File: config.mk
export PLATFORM = sky130hd
export DESIGN_NAME = utf8_to_mac_roman_transcoder_flat
export DESIGN_NICKNAME = d
export VERILOG_FILES = /design/src/rtl/mrt_pkg.sv /design/src/rtl/mrt_if.sv /design/src/rtl/mrt_search.sv /design/src/rtl/utf8_to_mac_roman_transcoder.sv /design/src/flat_wrapper.sv
export SDC_FILE = /design/constraint.sdc
export NUM_CORES = 1
export LEC_CHECK = 0
export BUFFER_PORTS_ARGS = -buffer_cell sky130_fd_sc_hd__buf_2
export CAP_MARGIN = 25
export CORE_ASPECT_RATIO = 1.75
export CORE_MARGIN = 1.5
export CORE_UTILIZATION = 65
export CTS_CLUSTER_SIZE = 40
export DETAILED_ROUTE_END_ITERATION = 7
export PLACE_DENSITY_LB_ADDON = 0.15
export SYNTH_ARGS = -nofsm -noshare
export SYNTH_HDL_FRONTEND = slang
export SYNTH_SLANG_ARGS = --single-unit
export TNS_END_PERCENT = 100
File: constraint.sdc
create_clock -name clk_i -period 12.3 [get_ports clk_i]
set_clock_uncertainty 0.1 [all_clocks]
set_input_delay 3.69 -clock clk_i [delete_from_list [all_inputs] [get_ports clk_i]]
set_output_delay 3.69 -clock clk_i [all_outputs]
set_load 0.005 [all_outputs]
File: src/rtl/mrt_pkg.sv
// ----------------------------------------------------------------------------
// mrt_pkg
// Shared types, constants and the Mac OS Roman code point table.
// ----------------------------------------------------------------------------
package mrt_pkg;

  localparam int unsigned TABLE_ENTRIES = 128;
  localparam int unsigned IDX_W         = $clog2(TABLE_ENTRIES);
  localparam int unsigned CP_W          = 21;
  localparam int unsigned CNT_W         = 8;

  localparam logic [7:0] SUB_CHAR    = 8'h1A;
  localparam logic [7:0] LEAD2_MASK  = 8'hE0;
  localparam logic [7:0] LEAD2_CODE  = 8'hC0;
  localparam logic [7:0] LEAD3_MASK  = 8'hF0;
  localparam logic [7:0] LEAD3_CODE  = 8'hE0;
  localparam logic [7:0] LEAD4_MASK  = 8'hF8;
  localparam logic [7:0] LEAD4_CODE  = 8'hF0;
  localparam logic [7:0] CONT_MASK   = 8'hC0;
  localparam logic [7:0] CONT_CODE   = 8'h80;
  localparam logic [7:0] LEAD2_DATA  = 8'h1F;
  localparam logic [7:0] LEAD3_DATA  = 8'h0F;
  localparam logic [7:0] LEAD4_DATA  = 8'h07;

  // Unicode point of Mac Roman characters 0x80 .. 0xFF
  localparam logic [15:0] ROMAN_HI [TABLE_ENTRIES] = '{
    16'h00C4, 16'h00C5, 16'h00C7, 16'h00C9, 16'h00D1, 16'h00D6, 16'h00DC, 16'h00E1,
    16'h00E0, 16'h00E2, 16'h00E4, 16'h00E3, 16'h00E5, 16'h00E7, 16'h00E9, 16'h00E8,
    16'h00EA, 16'h00EB, 16'h00ED, 16'h00EC, 16'h00EE, 16'h00EF, 16'h00F1, 16'h00F3,
    16'h00F2, 16'h00F4, 16'h00F6, 16'h00F5, 16'h00FA, 16'h00F9, 16'h00FB, 16'h00FC,
    16'h2020, 16'h00B0, 16'h00A2, 16'h00A3, 16'h00A7, 16'h2022, 16'h00B6, 16'h00DF,
    16'h00AE, 16'h00A9, 16'h2122, 16'h00B4, 16'h00A8, 16'h2260, 16'h00C6, 16'h00D8,
    16'h221E, 16'h00B1, 16'h2264, 16'h2265, 16'h00A5, 16'h00B5, 16'h2202, 16'h2211,
    16'h220F, 16'h03C0, 16'h222B, 16'h00AA, 16'h00BA, 16'h03A9, 16'h00E6, 16'h00F8,
    16'h00BF, 16'h00A1, 16'h00AC, 16'h221A, 16'h0192, 16'h2248, 16'h2206, 16'h00AB,
    16'h00BB, 16'h2026, 16'h00A0, 16'h00C0, 16'h00C3, 16'h00D5, 16'h0152, 16'h0153,
    16'h2013, 16'h2014, 16'h201C, 16'h201D, 16'h2018, 16'h2019, 16'h00F7, 16'h25CA,
    16'h00FF, 16'h0178, 16'h2044, 16'h20AC, 16'h2039, 16'h203A, 16'hFB01, 16'hFB02,
    16'h2021, 16'h00B7, 16'h201A, 16'h201E, 16'h2030, 16'h00C2, 16'h00CA, 16'h00C1,
    16'h00CB, 16'h00C8, 16'h00CD, 16'h00CE, 16'h00CF, 16'h00CC, 16'h00D3, 16'h00D4,
    16'hF8FF, 16'h00D2, 16'h00DA, 16'h00DB, 16'h00D9, 16'h0131, 16'h02C6, 16'h02DC,
    16'h00AF, 16'h02D8, 16'h02D9, 16'h02DA, 16'h00B8, 16'h02DD, 16'h02DB, 16'h02C7
  };

  typedef enum logic [2:0] {
    ST_IDLE   = 3'b001,
    ST_SEARCH = 3'b010,
    ST_EMIT   = 3'b100
  } mrt_state_e;

  typedef struct packed {
    logic            start;
    logic [CP_W-1:0] code;
  } search_req_t;

  typedef struct packed {
    logic       done;
    logic [7:0] out_byte;
  } search_rsp_t;

endpackage

File: src/rtl/mrt_if.sv
// ----------------------------------------------------------------------------
// mrt_if
// Request channels: UTF-8 byte in, Mac Roman byte out.
// ----------------------------------------------------------------------------
interface mrt_in_if;
  logic       valid;
  logic       ready;
  logic [7:0] in_byte;
  logic       final_byte;

  modport source (output valid, output in_byte, output final_byte, input ready);
  modport sink   (input valid, input in_byte, input final_byte, output ready);
endinterface

interface mrt_out_if;
  logic       valid;
  logic       ready;
  logic [7:0] out_byte;
  logic       done_res;
  logic       input_ok;
  logic [7:0] out_count;

  modport source (output valid, output out_byte, output done_res, output input_ok,
                  output out_count, input ready);
  modport sink   (input valid, input out_byte, input done_res, input input_ok,
                  input out_count, output ready);
endinterface

File: src/rtl/mrt_search.sv
// ----------------------------------------------------------------------------
// mrt_search
// Walks the Mac Roman table one entry a cycle with a single comparator.
// ----------------------------------------------------------------------------
module mrt_search
  import mrt_pkg::*;
(
  input  logic        clk_i,
  input  logic        rst_ni,
  input  search_req_t req_i,
  output search_rsp_t rsp_o
);

  logic             busy_q, busy_d;
  logic             done_q, done_d;
  logic [IDX_W-1:0] idx_q, idx_d;
  logic [CP_W-1:0]  code_q, code_d;
  logic [7:0]       res_q, res_d;
  logic             hit;

  assign hit = ({{(CP_W-16){1'b0}}, ROMAN_HI[idx_q]} == code_q);

  always_comb begin
    busy_d = busy_q;
    done_d = 1'b0;
    idx_d  = idx_q;
    code_d = code_q;
    res_d  = res_q;
    if (req_i.start) begin
      busy_d = 1'b1;
      idx_d  = '0;
      code_d = req_i.code;
    end else if (busy_q) begin
      if (hit) begin
        busy_d = 1'b0;
        done_d = 1'b1;
        res_d  = {1'b1, idx_q};
      end else if (idx_q == IDX_W'(TABLE_ENTRIES - 1)) begin
        busy_d = 1'b0;
        done_d = 1'b1;
        res_d  = SUB_CHAR;
      end else begin
        idx_d = idx_q + 1'b1;
      end
    end
  end

  always_ff @(posedge clk_i or negedge rst_ni) begin
    if (!rst_ni) begin
      busy_q <= 1'b0;
      done_q <= 1'b0;
      idx_q  <= '0;
    end else begin
      busy_q <= busy_d;
      done_q <= done_d;
      idx_q  <= idx_d;
    end
  end

  always_ff @(posedge clk_i) begin
    code_q <= code_d;
    res_q  <= res_d;
  end

  assign rsp_o.done     = done_q;
  assign rsp_o.out_byte = res_q;

endmodule

File: src/rtl/utf8_to_mac_roman_transcoder.sv
// ----------------------------------------------------------------------------
// utf8_to_mac_roman_transcoder
// UTF-8 byte stream decoder emitting one Mac OS Roman byte per code point.
// ----------------------------------------------------------------------------
// Output: the result of an ASCII byte, an error or a sequence decoding below
//   0x80 is registered in the cycle after the request; a non-ASCII point goes
//   through the table search unit, one of 128 entries per cycle, then ST_EMIT.
// Throughput: one request per cycle while idle with the output free; none in a search.
// Reset: rst_ni clears the decode state, byte count and output valid at once.
module utf8_to_mac_roman_transcoder
  import mrt_pkg::*;
(
  input  logic      clk_i,
  input  logic      rst_ni,
  mrt_in_if.sink    in_i,
  mrt_out_if.source out_o
);

  mrt_state_e       st_q, st_d;
  logic [CP_W-1:0]  accum_q, accum_d;
  logic [1:0]       pend_q, pend_d;
  logic             drop_q, drop_d;
  logic [CNT_W-1:0] cnt_q, cnt_d;
  logic             fin_q, fin_d;
  logic [7:0]       res_q, res_d;

  logic             ov_q;
  logic [7:0]       ob_q;
  logic             od_q, ook_q;
  logic [CNT_W-1:0] oc_q;

  logic             out_free, in_acc;
  logic             emit, e_done, e_ok, e_fail, e_fin;
  logic [7:0]       e_byte;
  logic [CNT_W-1:0] cnt_inc;
  logic [CP_W-1:0]  accum_sh;
  logic [7:0]       b;
  search_req_t      sreq;
  search_rsp_t      srsp;

  mrt_search u_search (
    .clk_i (clk_i),
    .rst_ni(rst_ni),
    .req_i (sreq),
    .rsp_o (srsp)
  );

  assign out_free   = !ov_q || out_o.ready;
  assign in_i.ready = (st_q == ST_IDLE) && out_free;
  assign in_acc     = in_i.valid && in_i.ready;
  assign b          = in_i.in_byte;
  assign accum_sh   = {accum_q[CP_W-7:0], b[5:0]};
  assign cnt_inc    = cnt_q + 1'b1;

  always_comb begin
    st_d       = st_q;
    accum_d    = accum_q;
    pend_d     = pend_q;
    drop_d     = drop_q;
    cnt_d      = cnt_q;
    fin_d      = fin_q;
    res_d      = res_q;
    emit       = 1'b0;
    e_byte     = SUB_CHAR;
    e_done     = 1'b0;
    e_ok       = 1'b0;
    e_fail     = 1'b0;
    e_fin      = in_i.final_byte;
    sreq.start = 1'b0;
    sreq.code  = accum_q;

    case (st_q)
      ST_IDLE: begin
        if (in_acc) begin
          if (drop_q) begin
            if (in_i.final_byte) begin
              drop_d  = 1'b0;
              accum_d = '0;
              pend_d  = '0;
              cnt_d   = '0;
            end
          end else if (pend_q == 2'd0) begin
            if (!b[7]) begin
              emit   = 1'b1;
              e_byte = b;
              e_done = in_i.final_byte;
              e_ok   = 1'b1;
            end else if ((b & LEAD2_MASK) == LEAD2_CODE ||
                         (b & LEAD3_MASK) == LEAD3_CODE ||
                         (b & LEAD4_MASK) == LEAD4_CODE) begin
              if (in_i.final_byte) begin
                e_fail = 1'b1;
              end else if ((b & LEAD2_MASK) == LEAD2_CODE) begin
                pend_d  = 2'd1;
                accum_d = CP_W'(b & LEAD2_DATA);
              end else if ((b & LEAD3_MASK) == LEAD3_CODE) begin
                pend_d  = 2'd2;
                accum_d = CP_W'(b & LEAD3_DATA);
              end else begin
                pend_d  = 2'd3;
                accum_d = CP_W'(b & LEAD4_DATA);
              end
            end else begin
              e_fail = 1'b1;
            end
          end else if ((b & CONT_MASK) != CONT_CODE) begin
            e_fail = 1'b1;
          end else begin
            accum_d = accum_sh;
            pend_d  = pend_q - 2'd1;
            if (pend_q == 2'd1) begin
              if (accum_sh[CP_W-1:7] == '0) begin
                emit   = 1'b1;
                e_byte = {1'b0, accum_sh[6:0]};
                e_done = in_i.final_byte;
                e_ok   = 1'b1;
              end else begin
                sreq.start = 1'b1;
                sreq.code  = accum_sh;
                fin_d      = in_i.final_byte;
                st_d       = ST_SEARCH;
              end
            end else if (in_i.final_byte) begin
              e_fail = 1'b1;
            end
          end
        end
      end
      ST_SEARCH: begin
        if (srsp.done) begin
          res_d = srsp.out_byte;
          st_d  = ST_EMIT;
        end
      end
      ST_EMIT: begin
        e_fin = fin_q;
        if (out_free) begin
          emit   = 1'b1;
          e_byte = res_q;
          e_done = fin_q;
          e_ok   = 1'b1;
          st_d   = ST_IDLE;
        end
      end
      default: begin
        st_d = ST_IDLE;
      end
    endcase

    if (e_fail) begin
      emit   = 1'b1;
      e_byte = SUB_CHAR;
      e_done = 1'b1;
      e_ok   = 1'b0;
    end

    if (emit) begin
      cnt_d = e_done ? '0 : cnt_inc;
      if (e_done) begin
        accum_d = '0;
        pend_d  = '0;
        drop_d  = e_fail && !e_fin;
      end
    end
  end

  always_ff @(posedge clk_i or negedge rst_ni) begin
    if (!rst_ni) begin
      st_q    <= ST_IDLE;
      accum_q <= '0;
      pend_q  <= '0;
      drop_q  <= 1'b0;
      cnt_q   <= '0;
      ov_q    <= 1'b0;
    end else begin
      st_q    <= st_d;
      accum_q <= accum_d;
      pend_q  <= pend_d;
      drop_q  <= drop_d;
      cnt_q   <= cnt_d;
      if (emit) begin
        ov_q <= 1'b1;
      end else if (out_o.ready) begin
        ov_q <= 1'b0;
      end
    end
  end

  always_ff @(posedge clk_i) begin
    fin_q <= fin_d;
    res_q <= res_d;
    if (emit) begin
      ob_q  <= e_byte;
      od_q  <= e_done;
      ook_q <= e_done && e_ok;
      oc_q  <= cnt_inc;
    end
  end

  assign out_o.valid     = ov_q;
  assign out_o.out_byte  = ob_q;
  assign out_o.done_res  = od_q;
  assign out_o.input_ok  = ook_q;
  assign out_o.out_count = oc_q;

endmodule

File: src/flat_wrapper.sv
// flat-port wrapper written by rule: the top's interface ports become plain ports
module utf8_to_mac_roman_transcoder_flat import mrt_pkg::*;
  (clk_i, rst_ni, in_i_valid, in_i_in_byte, in_i_final_byte, in_i_ready, out_o_valid, out_o_out_byte, out_o_done_res, out_o_input_ok, out_o_out_count, out_o_ready);
  mrt_in_if in_i_i ();
  mrt_out_if out_o_i ();
  input  logic clk_i;
  input  logic rst_ni;
  input wire logic [$bits(in_i_i.valid)-1:0] in_i_valid;
  input wire logic [$bits(in_i_i.in_byte)-1:0] in_i_in_byte;
  input wire logic [$bits(in_i_i.final_byte)-1:0] in_i_final_byte;
  output wire logic [$bits(in_i_i.ready)-1:0] in_i_ready;
  output wire logic [$bits(out_o_i.valid)-1:0] out_o_valid;
  output wire logic [$bits(out_o_i.out_byte)-1:0] out_o_out_byte;
  output wire logic [$bits(out_o_i.done_res)-1:0] out_o_done_res;
  output wire logic [$bits(out_o_i.input_ok)-1:0] out_o_input_ok;
  output wire logic [$bits(out_o_i.out_count)-1:0] out_o_out_count;
  input wire logic [$bits(out_o_i.ready)-1:0] out_o_ready;
  assign in_i_i.valid = in_i_valid;
  assign in_i_i.in_byte = in_i_in_byte;
  assign in_i_i.final_byte = in_i_final_byte;
  assign in_i_ready = in_i_i.ready;
  assign out_o_valid = out_o_i.valid;
  assign out_o_out_byte = out_o_i.out_byte;
  assign out_o_done_res = out_o_i.done_res;
  assign out_o_input_ok = out_o_i.input_ok;
  assign out_o_out_count = out_o_i.out_count;
  assign out_o_i.ready = out_o_ready;
  utf8_to_mac_roman_transcoder u_core (.clk_i(clk_i), .rst_ni(rst_ni), .in_i(in_i_i), .out_o(out_o_i));
endmodule
Word-level counts from Yosys, hierarchy flattened
Memories as Yosys holds them, arrays and structs flattened.
Cells that the tools add are included.
- bitwise operators: 6
- add/sub/neg operators: 3
- muxes and demuxes: 112
- shift-type cells: 0
- multiply operators: 0
- eq/ne operators: 20
- reductions and logical operators: 24
- divide/modulo/power cells: 0
- $lt $le $gt $ge: 1
- operator list (cell ; count):
    21-bit 2-to-1 mux ; 12
    22-bit 2-to-1 mux ; 7
    8-bit 2-to-1 mux ; 13
    7-bit 2-to-1 mux ; 7
    1-bit 2-to-1 mux ; 46
    16-bit 2-to-1 mux ; 2
    2-bit 2-to-1 mux ; 12
    3-bit 2-to-1 mux ; 8
    16-bit by 21-bit equality test with 1-bit output ; 1
    8-bit one-hot mux with 2 select lines ; 1
    14-bit zero test ; 1
    2-bit inequality test, second input constant ; 7
    2-bit nonzero test ; 7
    3-bit one-hot mux with 3 select lines ; 1
    8-bit by 1-bit adder with 8-bit output, second input constant ; 1
    8-bit >= comparator, second input constant ; 1
    2-bit by 1-bit inequality test with 1-bit output, second input constant ; 4
    7-bit NOT with 8-bit output ; 1
    8-bit AND reduction ; 1
    7-bit by 1-bit adder with 7-bit output, second input constant ; 1
    7-bit equality test, second input constant ; 1
    7-bit AND reduction ; 1
    3-bit equality test, second input constant ; 2
    3-bit AND reduction ; 2
    15 further kinds ; 26
- memories: 1
- bits in writable memories: 0
- output and inout port bits: 20
- register bits after elaboration: 101
- bits in latches: 0
- bits of input ports: 13
- ROM bits: 2048
- logic and storage cells: 185
- memories (memory ; depth ; bits a word ; rd ports ; clocked after Yosys merged registers in ; write ports ; line ; text):
    (no name shown) ; 128 ; 16 ; 1 ; 0 ; 0 ; mrt_search.sv:21 ; assign hit = ({{(CP_W-16){1'b0}}, ROMAN_HI[idx_q]} == code_q);

Depth between registers and ports, before layout
- depth in word-level cells: 12
- mapped depth: 16
- gate-level depth less buffers: 13

Hierarchy
A second synthesis with hierarchy kept.
- cell total of the unflattened synthesis: 689
- area, all modules: 6907.9 µm²
- modules (own cells, without submodules) (module ; area each (µm²) ; instances ; cells each ; seq. area each (µm²)):
    mrt_search ; 3654.8 ; 1 ; 415 ; 1096.1
    utf8_to_mac_roman_transcoder ; 3253.1 ; 1 ; 274 ; 1712.9

Worst setup path after synthesis
Ideal clock, no wire load.
- kind: in2out
- start: in out_o_ready
- end: out in_i_ready
- arrival time: 3.996 ns
- setup slack: 4.514 ns
- data required time: 8.510 ns
- stages: 2
- cells stage by stage: nand2b_1 -> and2_1
- longest elaborated chain between the ends: 2
- RTL lines (element ; line ; text):
    from (decl) ; flat_wrapper.sv:17 ; input wire logic [$bits(out_o_i.ready)-1:0] out_o_ready;
    1-bit logical OR ; utf8_to_mac_roman_transcoder.sv:48 ; assign out_free = !ov_q || out_o.ready;
    1-bit logical AND ; utf8_to_mac_roman_transcoder.sv:49 ; assign in_i.ready = (st_q == ST_IDLE) && out_free;
    to (decl) ; flat_wrapper.sv:11 ; output wire logic [$bits(in_i_i.ready)-1:0] in_i_ready;
Every way passes these cells.

Final worst setup path
Ends and elaborated chain as after synthesis.

==> metrics.txt <==
status completed; Critical Path Max Stage Delay roughly 0.19 ns; FF-to-FF setup slack just under 7 ns; # nets final approximately 770; most frequent CP cell buf_2; Final Setup Violations 0; # diodes 0; ys async rst share between 40 and 50%; Seq/Total Area, Yosys a little over two fifths; vias a little over 6k; Die ar. roughly 11000 sq um; cell family with most CP delay simple AND/OR/NAND/NOR gates; Placed Cells between 800 and 900; DRT Pass-1 Iters 5; Finished Layout Cells between 800 and 900; quantity of gates resized following cts 0; commonest non-fill, non-tap cell in the layout nand2_1; Req. time, crit path 8.51 ns; CP bufs+invs 2; relative slew slack a little under a third; Post-Route Utilization 71.4%; Top FF cell, synth edfxtp_1; FF-to-FF path depth 12; Detail Route Antenna Nets 0; GRT Util Overall 39.5%; Clock Pin Slew Worst Setup and Hold Paths ~0.070 ns; Pleak between 0.002 and 0.003 uW; Max clock buf depth 2; vias in the first global route about 5.8k; cell area after synthesis 6570 sq um; Max Cap Viol 0; first-pass GRT wire length around 31000 um; setup repair bufs after CTS 0; worst r2r src u_core.u_search.idx_q[1]$_DFFE_PN0P_; syn_nets ~760; critical-path cell list buf_2 > nand2b_1 > and2_1 > buf_2; worst endpoint data arrival time around 4.3 ns; HPWL Detailed about 14000 um; RSZ-0062 raised after global routing no; achievable clock frequency ~120 MHz; RePlAce Congestion approximately 1.1; hold_sp u_core.u_search.res_q[3]$_SDFFCE_PP1P_; port buffer count 32; Hold Violations, Final 0; Cell Pwr Density approximately 240 nW/um^2; syn avg cell area between 9 and 10 sq um; setup_tns 0 ns; CP endpoint kind primary output; minimum clock period ~8.1 ns; DR iter-0 viols 696; average wire per standard cell approximately 24 um; Synth Register Bits around 100; DP Area ~6700 sq um; H-tree levels 3; WHS Endpoint u_core.res_q[3]$_DFFE_PP_; core area between 9000 and 10000 sq um; Rows between 40 and 50; worst-margin pin slew 1.04 ns; Max VDD drop between 0.15 and 0.2 mV; largest net degree at the start of global routing 84; hold buffers post-CTS 0; reg-to-reg endpoint u_core.u_search.res_q[6]$_SDFFCE_PP0P_; HP Class reg2reg; Die H roughly 140 um; Netlist cell types between 70 and 80; CTS tree done; worst skew pair latency roughly 0.36 ns; grt ovf 0; proportion of layout cells with a drive suffix above 1 between 10% and 20%; die width roughly 80 um; initial antenna violation count 0; via/cell ratio approximately 7.0; I/O pins 33; root buffer cell clkbuf_16; Max Slew Vio Count 0; CP Launch Type primary input; initial core utilization 66.7%; Worst Hold Depth 0; DRC violations left 0; Slowest-stage cell, CP nand2b_1; Post-synth EDFFs 56; CP Max Fanout 5; Final Cell Area ~7000 sq um; critical path type in2out; Routed WL around 20000 um; worst setup path startpoint out_o_ready; yosys warns 0; final period utilization roughly two thirds; Mapped Cells 729; TritonCTS buffer count 9; CTS sink count 101; most frequent cells in the layout 100 x nand2_1, 58 x nor2_1, 56 x edfxtp_1; Layout area overhead 6.95%
-- sequential cells by signal (all words and copies together), names as in the netlist, 7 cells and up --
signal / cells
u_core.accum_q: 21
u_core.cnt_q: 8
u_core.out_o.out_byte: 8
u_core.out_o.out_count: 8
u_core.res_q: 8
u_core.u_search.code_q: 21
u_core.u_search.idx_q: 7
u_core.u_search.res_q: 8
-- Yosys cell counts (5+ instances only) --
cell type / number / area share (%)
nand2_1: 100 / 5.7
nor2_1: 58 / 3.3
edfxtp_1: 56 / 26
a21oi_1: 48 / 3.7
o21ai_0: 45 / 3.4
dfrtp_1: 44 / 17
nand2b_1: 25 / 2.4
nand3_1: 23 / 1.8
ha_1: 20 / 3.8
buf_2: 19 / 1.4
nor2b_1: 19 / 1.8
clkbuf_1: 18 / 1.0
inv_1: 18 / 1.0
o211ai_1: 13 / 1.5
a211oi_1: 12 / 1.4
a22oi_1: 11 / 1.3
a31oi_1: 10 / 0.95
and2_1: 10 / 0.95
mux2i_1: 10 / 1.5
nor3_1: 10 / 0.76
a22o_1: 9 / 1.2
o31ai_1: 9 / 1.0
and3_1: 8 / 0.76
xor2_1: 8 / 1.1
a311oi_1: 7 / 0.93
nor3b_1: 7 / 0.80
or4_1: 7 / 0.80
buf_4: 6 / 0.69
nand4_1: 6 / 0.57
xnor2_1: 6 / 0.80
a32oi_1: 5 / 0.67
buf_6: 5 / 0.86
nor4_1: 5 / 0.48
o22ai_1: 5 / 0.48
or3_1: 5 / 0.48
-- per-layer routing --
layer	wire, um	vias to the layer above	global-route usage [%]
met2	10500	422	67.1
met1	6840	2851	42.5
met5	0	-	0
met3	1600	98	7.92
met4	1590	0	29.4
li1	-	2699	-
-- worst max path at each step --
stage                            end  slack [ns]  depth (start not counted)
after detailed placement  in_i_ready        4.25                          4
after global placement    in_i_ready        4.26                          4
after floorplan           in_i_ready        4.51                          2
final                     in_i_ready        4.24                          4
after global routing      in_i_ready        4.20                          4
after CTS                 in_i_ready        4.24                          4
-- worst register-to-register path: stages, from the launching register on --
cell      delay, ns
dfrtp_1        0.88
inv_1          0.38
ha_1           0.70
nor2b_1        0.23
nor4_1         0.35
a211oi_1       0.09
o211ai_1       0.54
xor2_1         0.21
nand2_1        0.06
or4_1          0.75
clkinv_8       0.18
a21oi_2        0.06
nor2_1         0.54
-- metrics by stage --
step	total power (uW)	hold slack, ns	setup slack (ns)
finish	1710	0.335	4.24
global route	1780	0.351	4.20
CTS	1660	0.342	4.24
detailed placement	1350	0.306	4.25
global placement	1350	0.324	4.26
floorplan	1110	0.300	4.51
-- report_power, final --
| group | internal, uW | leakage (uW) | switching, uW | total, uW |
|---|---|---|---|---|
| clock network | 183 | 0.000157 | 123 | 307 |
| registers | 413 | 0.00112 | 66.9 | 480 |
| logic | 301 | 0.00151 | 621 | 922 |
-- logic make-up after synthesis --
kind of cell	count (synthesis)	synth area share, %
AOI/OAI and AO/OA	216	22.1
xor gates and xnor gates	14	1.87
adders and majority gates	20	3.81
buffers and inverters	70	5.46
DFF	101	42.7
muxes	12	1.87
and+or+nand+nor	296	22.2
-- area by class of cell --
type | instances | area (sq um)
fillers | 720 | 2820
well taps | 125 | 156
clock buffers | 10 | 239
repair buffers | 42 | 243
flip-flops and latches | 101 | 2810
clock inverters | 6 | 85.1
inverters | 21 | 91.3
multi-input cells | 558 | 3400
(Power assumes the default switching activity.)
